### config.mk
export PLATFORM = sky130hd
export DESIGN_NAME = mcc_div_chain
export DESIGN_NICKNAME = d
export VERILOG_FILES = /design/src/rtl/muskingum_cunge_coefficients_macros.svh /design/src/rtl/mcc_div_cell.sv /design/src/rtl/mcc_div_chain.sv
export SDC_FILE = /design/constraint.sdc
export NUM_CORES = 1
export LEC_CHECK = 0
export BUFFER_PORTS_ARGS = -buffer_cell sky130_fd_sc_hd__buf_2
export CAP_MARGIN = 10
export CORE_ASPECT_RATIO = 1.1
export CORE_MARGIN = 1.5
export CORE_UTILIZATION = 48
export DETAILED_ROUTE_END_ITERATION = 8
export PLACE_DENSITY_LB_ADDON = 0.3
export SYNTH_ARGS = -nofsm -noshare
export SYNTH_HDL_FRONTEND = slang
export SYNTH_SLANG_ARGS = --single-unit
### constraint.sdc
create_clock -name i_clk -period 9.45 [get_ports i_clk]
set_input_delay 1.89 -clock i_clk [delete_from_list [all_inputs] [get_ports i_clk]]
set_output_delay 1.89 -clock i_clk [all_outputs]
set_load 0.05 [all_outputs]
### src/rtl/muskingum_cunge_coefficients_macros.svh
// assertion macros for the muskingum-cunge coefficient block
`ifndef MUSKINGUM_CUNGE_COEFFICIENTS_MACROS_SVH
`define MUSKINGUM_CUNGE_COEFFICIENTS_MACROS_SVH

// same-cycle implication, checked out of reset
`define MCC_ASSERT_IMP(lbl, ante, cons) \
    lbl: assert property (@(posedge i_clk) disable iff (!i_rst_n) (ante) |-> (cons)) \
        else $error("mcc assertion failed");

// next-cycle implication, checked out of reset
`define MCC_ASSERT_NXT(lbl, ante, cons) \
    lbl: assert property (@(posedge i_clk) disable iff (!i_rst_n) (ante) |=> (cons)) \
        else $error("mcc assertion failed");

`endif

### src/rtl/mcc_div_cell.sv
// one restoring division cell: decides one quotient bit per lane
`default_nettype none

module mcc_div_cell #(
    parameter int LANES = 1,
    parameter int NUM_W = 8,
    parameter int DEN_W = 8,
    parameter int Q_W   = 8,
    parameter int BIT   = 0,
    parameter int SB_W  = 1
) (
    input  logic                            i_clk,
    input  logic                            i_rst_n,
    input  logic                            i_valid,
    output logic                            o_ready,
    input  logic [LANES-1:0][NUM_W-1:0]     i_rem,
    input  logic [LANES-1:0][DEN_W-1:0]     i_den,
    input  logic [LANES-1:0][Q_W-1:0]       i_quo,
    input  logic [SB_W-1:0]                 i_side,
    output logic                            o_valid,
    input  logic                            i_ready,
    output logic [LANES-1:0][NUM_W-1:0]     o_rem,
    output logic [LANES-1:0][DEN_W-1:0]     o_den,
    output logic [LANES-1:0][Q_W-1:0]       o_quo,
    output logic [SB_W-1:0]                 o_side
);

    localparam int CMP_W = NUM_W + DEN_W + BIT;

    logic                        r_v;
    logic [LANES-1:0][NUM_W-1:0] r_rem, n_rem;
    logic [LANES-1:0][DEN_W-1:0] r_den;
    logic [LANES-1:0][Q_W-1:0]   r_quo, n_quo;
    logic [SB_W-1:0]             r_side;

    always_comb begin
        logic [CMP_W-1:0] trial;
        logic [CMP_W-1:0] rem_x;
        for (int l = 0; l < LANES; l++) begin
            trial = CMP_W'(i_den[l]) << BIT;
            rem_x = CMP_W'(i_rem[l]);
            if (rem_x >= trial) begin
                n_rem[l] = NUM_W'(rem_x - trial);
                n_quo[l] = i_quo[l] | (Q_W'(1) << BIT);
            end else begin
                n_rem[l] = i_rem[l];
                n_quo[l] = i_quo[l];
            end
        end
    end

    assign o_ready = !r_v || i_ready;

    always_ff @(posedge i_clk) begin
        if (!i_rst_n) begin
            r_v <= 1'b0;
        end else if (o_ready) begin
            r_v <= i_valid;
        end
    end

    always_ff @(posedge i_clk) begin
        if (o_ready && i_valid) begin
            r_rem  <= n_rem;
            r_den  <= i_den;
            r_quo  <= n_quo;
            r_side <= i_side;
        end
    end

    assign o_valid = r_v;
    assign o_rem   = r_rem;
    assign o_den   = r_den;
    assign o_quo   = r_quo;
    assign o_side  = r_side;

endmodule

`default_nettype wire

### src/rtl/mcc_div_chain.sv
// row of division cells, most significant quotient bit first
`default_nettype none

module mcc_div_chain #(
    parameter int LANES = 1,
    parameter int NUM_W = 8,
    parameter int DEN_W = 8,
    parameter int Q_W   = 8,
    parameter int SB_W  = 1
) (
    input  logic                            i_clk,
    input  logic                            i_rst_n,
    input  logic                            i_valid,
    output logic                            o_ready,
    input  logic [LANES-1:0][NUM_W-1:0]     i_rem,
    input  logic [LANES-1:0][DEN_W-1:0]     i_den,
    input  logic [SB_W-1:0]                 i_side,
    output logic                            o_valid,
    input  logic                            i_ready,
    output logic [LANES-1:0][Q_W-1:0]       o_quo,
    output logic [SB_W-1:0]                 o_side
);

    logic [Q_W-1:0]              w_v;
    logic [Q_W-1:0]              w_r;
    logic [LANES-1:0][NUM_W-1:0] w_rem  [Q_W];
    logic [LANES-1:0][DEN_W-1:0] w_den  [Q_W];
    logic [LANES-1:0][Q_W-1:0]   w_quo  [Q_W];
    logic [SB_W-1:0]             w_side [Q_W];

    assign w_v[0]    = i_valid;
    assign w_rem[0]  = i_rem;
    assign w_den[0]  = i_den;
    assign w_quo[0]  = '0;
    assign w_side[0] = i_side;
    assign o_ready   = w_r[0];

    for (genvar g = 0; g < Q_W; g++) begin : g_cell
        if (g < Q_W - 1) begin : g_mid
            mcc_div_cell #(
                .LANES(LANES), .NUM_W(NUM_W), .DEN_W(DEN_W),
                .Q_W(Q_W), .BIT(Q_W - 1 - g), .SB_W(SB_W)
            ) u_cell (
                .i_clk   (i_clk),
                .i_rst_n (i_rst_n),
                .i_valid (w_v[g]),
                .o_ready (w_r[g]),
                .i_rem   (w_rem[g]),
                .i_den   (w_den[g]),
                .i_quo   (w_quo[g]),
                .i_side  (w_side[g]),
                .o_valid (w_v[g+1]),
                .i_ready (w_r[g+1]),
                .o_rem   (w_rem[g+1]),
                .o_den   (w_den[g+1]),
                .o_quo   (w_quo[g+1]),
                .o_side  (w_side[g+1])
            );
        end else begin : g_last
            mcc_div_cell #(
                .LANES(LANES), .NUM_W(NUM_W), .DEN_W(DEN_W),
                .Q_W(Q_W), .BIT(0), .SB_W(SB_W)
            ) u_cell (
                .i_clk   (i_clk),
                .i_rst_n (i_rst_n),
                .i_valid (w_v[g]),
                .o_ready (w_r[g]),
                .i_rem   (w_rem[g]),
                .i_den   (w_den[g]),
                .i_quo   (w_quo[g]),
                .i_side  (w_side[g]),
                .o_valid (o_valid),
                .i_ready (i_ready),
                .o_rem   (),
                .o_den   (),
                .o_quo   (o_quo),
                .o_side  (o_side)
            );
        end
    end

endmodule

`default_nettype wire

==> summary.md, run 1 <==
| Metric | Value |
|---|---|
| Worst-Skew Late Latency | 0.42 ns |
| Initial drt markers | 117 |
| Type of the worst min-delay path | register to register |
| Die W | 116 um |
| Slowest-stage cell, CP | and4b_1 |
| Fillers | 1075 |
| H-tree level count | 4 |
| Antenna violations before repair | 0 |
| Ys async rst share | 0% |
| CP top delay family | simple AND/OR/NAND/NOR gates |
| Mux contribution to synthesized area | 3.01% |
| Area share of fa/ha/maj cells after synthesis | 8.43% |
| Total setup buffers inserted after CTS | 0 |
| Run status | completed |
| DIE AREA | 14800 sq um |
| Clk root buf | clkbuf_16 |
| GRT overflow | 0 |
| Least-Margin Pin Slew | 1.11 ns |
| Total GRT Usage | 13.1% |
| Gpl congestion | 0.853 |
| Diode count | 0 |
| Endpoints failing hold | 0 |
| Synth Flop Type | edfxtp_1 |
| Area post-placement | 7180 sq um |
| # clock sinks | 164 |
| Ys Warns | 0 |
| Post-detail-place hpwl | 6480 um |
| WS Path Type | primary input to output pin |
| Top Ports | 32 |
| Crit share post-route | 53.8% |
| Post-Synthesis Cells | 424 |
| Post-Syn Area | 6770 sq um |
| Core area | 13800 sq um |
| Mapped Nets | 487 |
| Slew headroom | 25.7% |
| Arrival time at the worst endpoint | 3.20 ns |
| Max Slew Vio Count | 0 |
| Design Area, Final | 7820 sq um |
| Nets | 537 |
| Via Count | 3350 |
| Most common cell after layout, fill and taps aside | edfxtp_1 |
| Leak Pwr | 0.00296 uW |
| Yosys reg bits | 164 |
| Final WL | 8690 um |
| Largest family of logic cells by synthesized area | adder cells |
| Max VDD drop | 0.115 mV |
| RSZ-0062 raised after global routing | false |
| Xor and xnor area share after synthesis | 1.04% |
| EDFF count, synth | 156 |
| Post-synthesis simple-gate area fraction | 6.36% |
| Initial Utilization | 49.1% |
| Final ANT Viol Nets | 0 |
| TritonRoute pass-1 iters | 6 |
| Vias in the first global route | 3463 |
| Compound-cell area share of the yosys netlist | 6.58% |
| Setup TNS Final | 0 ns |
| Cts repair resizes | 0 |
| PwrDens | 197 nW/um^2 |
| F_max | 197 MHz |
| DRC Markers | 0 |
| Worst-path cell chain | buf_2, and4b_1, and3_1, and3_1, nand2_1, buf_2 |
| CP endpoint kind | output pin |
| Final Critical Period | 5.09 ns |
| Synthesized area per cell | 16.0 sq um |
| Max Root-Sink Buffers | 2 |
| CP peak stage delay | 0.36 ns |
| CP bufs+invs | 2 |
| Area growth, synth to finish | 15.5% |
| CTS tree | built |
| Library cells used by synthesis | 47 |
| Max-cap violations | 0 |
| Chip height | 128 um |
| Most frequent cells in the layout | 156 x edfxtp_1, 51 x inv_1, 36 x ha_1 |
| # hold bufs at CTS | 0 |
| Startpoint Class | primary input |
| Pin count of the biggest net entering global routing | 25 |
| Seq/Total Area, Yosys | 71.6% |
| Critical path fanouts, max | 5 |
| Share of cells above drive strength 1 | 16.6% |
| Clk slew on worst S/H paths | 0.06 ns |
| CTS buffer count | 17 |
| Skew final | 0.00735 ns |
| Avg WL per Cell | 12.9 um |
| DR vias/cell | 4.96 |
| First-pass GRT wire length | 14300 um |
| Row cnt | 45 |
| Crit path required time | 7.56 ns |
| Port bufs | 31 |
| # setup viols final | 0 |
path summary, 6_finish.rpt:
path | end | slack [ns] | cells past startpoint | start
worst min-delay path | g_cell[4].g_mid.u_cell.o_quo[4] | 0.41 | 0 | g_cell[3].g_mid.u_cell.o_quo[4]
worst max register to register | g_cell[5].g_mid.u_cell.o_rem[3] | 6.71 | 8 | g_cell[4].g_mid.u_cell.o_rem[2]
worst max-delay path | o_ready | 4.36 | 6 | i_ready
worst min register to register | g_cell[4].g_mid.u_cell.o_quo[4] | 0.41 | 0 | g_cell[3].g_mid.u_cell.o_quo[4]
routing by layer:
metal  track usage (%)  vias to the layer above  part of all wire, %
met3              4.98                       15                  3.7
li1                  -                     1686                    -
met1              10.5                     1581                   36
met4              7.39                        0                  2.1
met5                 0                        -                    0
met2              25.7                       68                   59
sequential cells by signal, indices dropped and copies added, names as in the netlist:
| name | cells |
|---|---|
| g_cell.g_last.u_cell.o_quo | 8 |
| g_cell.g_last.u_cell.o_side | 1 |
| g_cell.g_last.u_cell.o_valid | 1 |
| g_cell.g_mid.u_cell.o_den | 56 |
| g_cell.g_mid.u_cell.o_quo | 28 |
| g_cell.g_mid.u_cell.o_rem | 56 |
| g_cell.g_mid.u_cell.o_side | 7 |
| g_cell.g_mid.u_cell.o_valid | 7 |
report_power, final:
part / total, uW / internal (uW) / switching (uW)
Sequential: 806 / 801 / 4.75
Clock: 713 / 452 / 260
Combinational: 22.5 / 9.06 / 13.5
Total: 1540 / 1260 / 279
cell families (layout without fill, tap and decap cells):
family	Yosys count	in the layout
flops	164	164
simple gates	75	75
compound gates	62	62
buf+inv	54	117
fa+ha+maj	42	42
mux	19	19
xor+xnor	8	8
synth_stat cells (all sizes together), types with 2 or more instances:
library cell | number | area, sq um
o31a | 3 | 26.3
a211o | 2 | 17.5
a21oi | 16 | 80.1
inv | 51 | 191
nand3 | 4 | 20.0
o21a | 8 | 60.1
fa | 6 | 120
or4 | 3 | 26.3
and4b | 3 | 30.0
nand2b | 5 | 31.3
clkbuf | 2 | 7.51
nor3b | 2 | 15.0
nor4 | 5 | 31.3
a21boi | 5 | 37.5
o31ai | 5 | 42.5
mux2i | 11 | 110
nand4 | 2 | 12.5
and3 | 2 | 12.5
a211oi | 2 | 15.0
nor2 | 17 | 63.8
o21ai | 8 | 40.0
dfxtp | 8 | 160
nor3 | 3 | 26.3
edfxtp | 156 | 4680
o221ai | 2 | 17.5
nor2b | 14 | 87.6
xnor2 | 7 | 61.3
mux2 | 8 | 93.8
nand2 | 11 | 41.3
a21o | 5 | 37.5
ha | 36 | 450
worst reg2reg max path, delay by kind of cell (launching register included):
kind                       cells  cell delay (ns)
AOI/OAI and AO/OA              2             0.90
adders and majority gates      2             0.56
buffers and inverters          2             0.12
DFF                            1             0.38
muxes                          1             0.42
and+or+nand+nor                1             0.12
metrics by stage:
stage                     hold slack, ns  setup WS, ns  instances  power [uW]  util (%)
final                              0.412          4.36        675        1540      56.7
after floorplan                    0.400          4.63        424         834         -
after detailed placement           0.405          4.36        643         844      52.0
after global routing               0.417          4.23        675        1590      56.7
after global placement             0.403          4.41        643         843      52.0
after CTS                          0.416          4.35        675        1560      56.7
cell type report:
cell class                 instances  area [sq um]  area share [%]
multi-input combinational        206          1730            22.1
sequential                       164          4840            62.0
tap                              188           235            3.01
clock buffer                      22           494            6.32
clock inverter                    10           144            1.84
timing repair buffer              34           178            2.27
inverter                          51           191            2.45
Power figures use the tool's default switching activity.
==> inputs of run 2 (changes only) <==
- clock period: 9.45 -> 5.15 ns (I/O delays scaled with it)
==> run 2 against run 1 <==
  * Highest routed layer unchanged
  * Die area is the same
  * Via count grew 0.78%
  * Register-to-register slack lost 4.3 ns
  * Critical path type unchanged
==> summary.md, run 2 (same netlist as run 1, synthesis figures left out) <==
| Metric | Value |
|---|---|
| GRT overflow | 0 (unchanged) |
| Final ANT Viol Nets | 0 (unchanged) |
| Worst Hold Depth | 0 (unchanged) |
| Type of the worst min-delay path | register to register (unchanged) |
| CP bufs+invs | 2 (unchanged) |
| PwrDens | 369 nW/um^2 (was 197 nW/um^2) |
| Max Slew Vio Count | 0 (unchanged) |
| Max Root-Sink Buffers | 2 (unchanged) |
| Crit share post-route | 65.1% |
| Worst hold start | g_cell[4].g_mid.u_cell.o_quo[4] (was g_cell[3].g_mid.u_cell.o_quo[4]) |
| Row cnt | 45 (unchanged) |
| Avg WL per Cell | 12.7 um (was 12.9 um) |
| First-pass GRT wire length | 14200 um (was 14300 um) |
| Worst-Skew Late Latency | 0.42 ns (about the same) |
| Share of cells above drive strength 1 | 16.4% (was 16.6%) |
| Nets | 537 (unchanged) |
| CTS buffer count | 17 (unchanged) |
| Run status | completed (unchanged) |
| # hold bufs at CTS | 0 (unchanged) |
| Leak Pwr | 0.00297 uW (was 0.00296 uW) |
| H-tree level count | 4 (unchanged) |
| Initial drt markers | 189 (was 117) |
| Least-Margin Pin Slew | 1.13 ns (was 1.11 ns) |
| Cts repair resizes | 0 (unchanged) |
| F_max | 298 MHz |
| DR vias/cell | 5.00 (was 4.96) |
| Antenna violations before repair | 0 (unchanged) |
| Worst setup margin | 1.80 ns (was 4.36 ns) |
| Max-cap violations | 0 (unchanged) |
| Vias in the first global route | 3432 (was 3463) |
| Worst Reg2Reg Path Length in Cells | 8 (unchanged) |
| Diode count | 0 (unchanged) |
| CP peak stage delay | 0.36 ns (about the same) |
| DRC Markers | 0 (unchanged) |
| Port bufs | 31 (unchanged) |
| Worst-path cell chain | buf_2, and4b_1, and3_1, and3_1, nand2_1, buf_2 (unchanged) |
| Pre-CTS setup slack | 1.79 ns (was 4.36 ns) |
| Pin count of the biggest net entering global routing | 25 (unchanged) |
| Via Count | 3376 (was 3350) |
| Initial Utilization | 49.1% (unchanged) |
| Total setup buffers inserted after CTS | 0 (unchanged) |
| Hold Path Sink | g_cell[5].g_mid.u_cell.o_quo[4] (was g_cell[4].g_mid.u_cell.o_quo[4]) |
| Crit path required time | 4.12 ns (was 7.56 ns) |
| RSZ-0062 raised after global routing | false (unchanged) |
| Most common cell after layout, fill and taps aside | edfxtp_1 (unchanged) |
| R2R setup slack | 2.44 ns (was 6.71 ns) |
| Critical path fanouts, max | 5 (unchanged) |
| Arrival time at the worst endpoint | 2.32 ns (was 3.20 ns) |
| Total GRT Usage | 13.1% (about the same) |
| Setup TNS Final | 0 ns (unchanged) |
| Die W | 116 um (unchanged) |
| CP endpoint kind | output pin (unchanged) |
| Clk slew on worst S/H paths | 0.06 ns (about the same) |
| WS Path Type | primary input to output pin (unchanged) |
| Reg-to-reg startpoint | g_cell[4].g_mid.u_cell.o_rem[2] (unchanged) |
| CP top delay family | simple AND/OR/NAND/NOR gates (unchanged) |
| Most frequent cells in the layout | 156 x edfxtp_1, 51 x inv_1, 36 x ha_1 (unchanged) |
| DIE AREA | 14800 sq um (unchanged) |
| # setup viols final | 0 (unchanged) |
| Startpoint Class | primary input (unchanged) |
| Post-detail-place hpwl | 6520 um (was 6480 um) |
| # clock sinks | 164 (unchanged) |
| Final hold slack | 0.415 ns (was 0.412 ns) |
| Clk root buf | clkbuf_16 (unchanged) |
| Chip height | 128 um (unchanged) |
| Area growth, synth to finish | 15.9% (was 15.5%) |
| Core area | 13800 sq um (unchanged) |
| Finished Core Util | 56.9% (was 56.7%) |
| Final WL | 8600 um (was 8690 um) |
| R2R Path End | g_cell[5].g_mid.u_cell.o_rem[3] (unchanged) |
| Final Power | 2900 uW (was 1540 uW) |
| Endpoints failing hold | 0 (unchanged) |
| Slowest-stage cell, CP | and4b_1 (unchanged) |
| Slew headroom | 24.6% (was 25.7%) |
| TritonRoute pass-1 iters | 4 (was 6) |
| Gpl congestion | 0.835 (was 0.853) |
| Skew final | 0.0174 ns (was 0.00735 ns) |
| CTS tree | built (unchanged) |
| Top Ports | 32 (unchanged) |
| Max VDD drop | 0.322 mV (was 0.115 mV) |
| Final Critical Period | 3.35 ns |
| Fillers | 1075 (unchanged) |
==> run 2: where the power goes <==
part	switching (uW)	internal (uW)
Clock	475	902
Combinational	24.5	16.7
Sequential	8.43	1470
Total	508	2390
==> run 2: how the worst max path moves through the flow <==
stage / cells after the start / start / endpoint
floorplan: 3 / i_ready / g_cell[2].g_mid.u_cell.o_den[0]
global placement: 6 / i_ready / o_ready
detailed placement: 6 / i_ready / o_ready
CTS: 6 / i_ready / o_ready
global route: 6 / i_ready / o_ready
finish: 6 / i_ready / o_ready
==> run 2: metrics by stage <==
stage,cell area [sq um],std cells
detailed placement,7180,643
CTS,7850,675
floorplan,6770,424
finish,7850,675
global placement,7180,643
global route,7850,675
==> run 2: worst register-to-register path: stages (launching register included) <==
cell and delay [ns]:
edfxtp_1 0.40, inv_1 0.07, ha_1 0.15, inv_1 0.05
fa_1 0.40, nand3_1 0.12, a21boi_0 0.12, o221ai_1 0.73
mux2_2 0.41
==> run 2: final cells by class <==
class | instances | area [sq um] | share of cell area (%)
multi-input combinational | 206 | 1730 | 22.0
timing repair buffer | 34 | 178 | 2.26
clock buffer | 21 | 470 | 6.00
sequential | 164 | 4840 | 61.8
inverter | 51 | 191 | 2.44
tap | 188 | 235 | 3.00
clock inverter | 11 | 196 | 2.50
==> run 2: metal layers <==
layer	up-vias	routed length, um	global-route usage [%]
met4	0	350	8.68
met3	29	341	5.08
met2	77	4960	25.2
met1	1590	2950	10.3
met5	-	0	0
li1	1680	-	-
==> inputs of run 3 (changes only) <==
- clock period: 5.15 -> 2.84 ns (I/O delays scaled with it)
==> run 3 against run 2 <==
  * Critical endpoint is now g_cell[6].g_mid.u_cell.o_rem[5]
  * Cell count up 0.89%
  * Highest routed layer unchanged
  * Sequential share of layout area up 0.67 points
  * Setup slack worse by 1.5 ns
  * Register-to-register slack worse by 2.2 ns
==> summary.md, run 3 (same netlist as run 1, synthesis figures left out) <==
| Metric | Value |
|---|---|
| Total setup buffers inserted after CTS | 0 (unchanged) |
| First-pass GRT wire length | 14500 um (was 14200 um) |
| Final Power | 4770 uW (was 2900 uW) |
| H-tree level count | 4 (unchanged) |
| Avg WL per Cell | 12.6 um (was 12.7 um) |
| GR Util met3 | 4.08% (was 5.08%) |
| CTS tree | built (unchanged) |
| Max-cap violations | 0 (unchanged) |
| Initial Utilization | 49.1% (unchanged) |
| Initial drt markers | 129 (was 189) |
| Met1 usage | 11.5% (was 10.3%) |
| DR vias/cell | 4.89 (was 5.00) |
| Pin count of the biggest net entering global routing | 25 (unchanged) |
| # hold bufs at CTS | 0 (unchanged) |
| Most common cell after layout, fill and taps aside | edfxtp_1 (unchanged) |
| Crit path required time | 3.01 ns (was 4.12 ns) |
| Area growth, synth to finish | 14.7% (was 15.9%) |
| Via Count | 3328 (was 3376) |
| F_max | 389 MHz |
| Final Critical Period | 2.57 ns |
| CP endpoint kind | register (was output pin) |
| Crit share post-route | 90.6% |
| Skew final | 0.00505 ns (was 0.0174 ns) |
| Post-detail-place hpwl | 6450 um (was 6520 um) |
| Type of the worst min-delay path | primary input to register (was register to register) |
| GRT overflow | 0 (unchanged) |
| RSZ-0062 raised after global routing | false (unchanged) |
| Cts repair resizes | 0 (unchanged) |
| Chip height | 128 um (unchanged) |
| Max VDD drop | 0.379 mV (was 0.322 mV) |
| Design Area, Final | 7760 sq um (was 7850 sq um) |
| Critical path fanouts, max | 10 (was 5) |
| Diode count | 0 (unchanged) |
| Least-Margin Pin Slew | 0.760 ns (was 1.13 ns) |
| Total GRT Usage | 13.2% (was 13.1%) |
| Startpoint Class | register (was primary input) |
| Max Slew Vio Count | 0 (unchanged) |
| Setup TNS Final | 0 ns (unchanged) |
| Clk root buf | clkbuf_16 (unchanged) |
| Max Root-Sink Buffers | 2 (unchanged) |
| Leak Pwr | 0.00294 uW (was 0.00297 uW) |
| Endpoints failing hold | 0 (unchanged) |
| PwrDens | 614 nW/um^2 (was 369 nW/um^2) |
| Share of cells above drive strength 1 | 17.0% (was 16.4%) |
| Gpl congestion | 0.885 (was 0.835) |
| Arrival time at the worst endpoint | 2.74 ns (was 2.32 ns) |
| Row cnt | 45 (unchanged) |
| Vias in the first global route | 3380 (was 3432) |
| Met2 Usage GRT | 25.1% (was 25.2%) |
| Slew headroom | 49.2% (was 24.6%) |
| Worst-path cell chain | ha_1, fa_1, nand2b_1, a21oi_1, o31a_1, mux2_2 (was buf_2, and4b_1, and3_1, and3_1, nand2_1, buf_2) |
| Antenna violations before repair | 0 (unchanged) |
| Port bufs | 31 (unchanged) |
| CP peak stage delay | 0.46 ns (was 0.36 ns) |
| Run status | completed (unchanged) |
| # clock sinks | 164 (unchanged) |
| Slowest-stage cell, CP | fa_1 (was and4b_1) |
| Worst-Skew Late Latency | 0.42 ns (about the same) |
| CTS buffer count | 17 (unchanged) |
| Nets | 543 (was 537) |
| DIE AREA | 14800 sq um (unchanged) |
| Busiest layer in global routing | met2 (unchanged) |
| TritonRoute pass-1 iters | 6 (was 4) |
| Most frequent cells in the layout | 156 x edfxtp_1, 51 x inv_1, 36 x ha_1 (unchanged) |
| Die W | 116 um (unchanged) |
| WS Path Type | register to register (was primary input to output pin) |
| Final ANT Viol Nets | 0 (unchanged) |
| Top Ports | 32 (unchanged) |
| Final WL | 8600 um (about the same) |
| Finished Core Util | 56.3% (was 56.9%) |
| Area post-placement | 7230 sq um (was 7180 sq um) |
| # setup viols final | 0 (unchanged) |
| Clk slew on worst S/H paths | 0.06 ns (about the same) |
| DRC Markers | 0 (unchanged) |
| Core area | 13800 sq um (unchanged) |
-- run 3: changes by cell type in the layout (fill, tap and decap cells not counted), sizes merged --
cell / change
buf: +6
bufinv: -5
clkbuf: +3
clkinv: +3
inv: -1
-- run 3: layer usage --
layer	vias to the layer above	share of wire [%]	wire length, um
met5	-	0	0
met4	0	3.2	279
met3	23	3.7	321
met2	61	57	4920
met1	1550	36	3080
li1	1694	-	-
-- run 3: per-stage QoR --
step / setup slack (ns) / hold slack [ns] / cells
after CTS: 0.265 / 0.310 / 681
after global placement: 0.359 / 0.403 / 649
after detailed placement: 0.277 / 0.405 / 649
final: 0.268 / 0.326 / 681
after floorplan: 0.286 / 0.400 / 424
after global routing: 0.135 / 0.315 / 681
-- run 3: path summary, 6_finish.rpt --
check	from	end	slack [ns]	cells past startpoint
worst max-delay path	g_cell[5].g_mid.u_cell.o_den[0]	g_cell[6].g_mid.u_cell.o_rem[5]	0.27	6
worst min-delay path	i_side	g_cell[0].g_mid.u_cell.o_side	0.33	1
worst max register to register	g_cell[5].g_mid.u_cell.o_den[0]	g_cell[6].g_mid.u_cell.o_rem[5]	0.27	6
worst min register to register	g_cell[1].g_mid.u_cell.o_quo[6]	g_cell[2].g_mid.u_cell.o_quo[6]	0.42	0
-- run 3: final cells by class --
| cell class | instances | area, sq um |
|---|---|---|
| Inverter | 51 | 191 |
| Clock inverter | 8 | 52.6 |
| Multi-Input combinational cell | 206 | 1730 |
| Timing Repair Buffer | 40 | 223 |
| Clock buffer | 24 | 482 |
| Tap cell | 188 | 235 |
| Sequential cell | 164 | 4840 |
| Fill cell | 1095 | 6030 |
-- run 3: worst max-delay path: cells and delay by family, from the launching register on --
| kind | cells | cell delay (ns) |
|---|---|---|
| fa+ha+maj | 2 | 0.71 |
| compound gates | 2 | 0.64 |
| simple gates | 1 | 0.18 |
| flops | 1 | 0.39 |
| mux | 1 | 0.39 |
-- run 3: power by group --
group          internal, uW  total, uW  switching (uW)  leakage, uW
combinational          30.8       75.2            44.5      0.00117
sequential             2670       2680            15.8      0.00152
clock                  1180       2010             826     0.000260
total                  3880       4770             887      0.00294
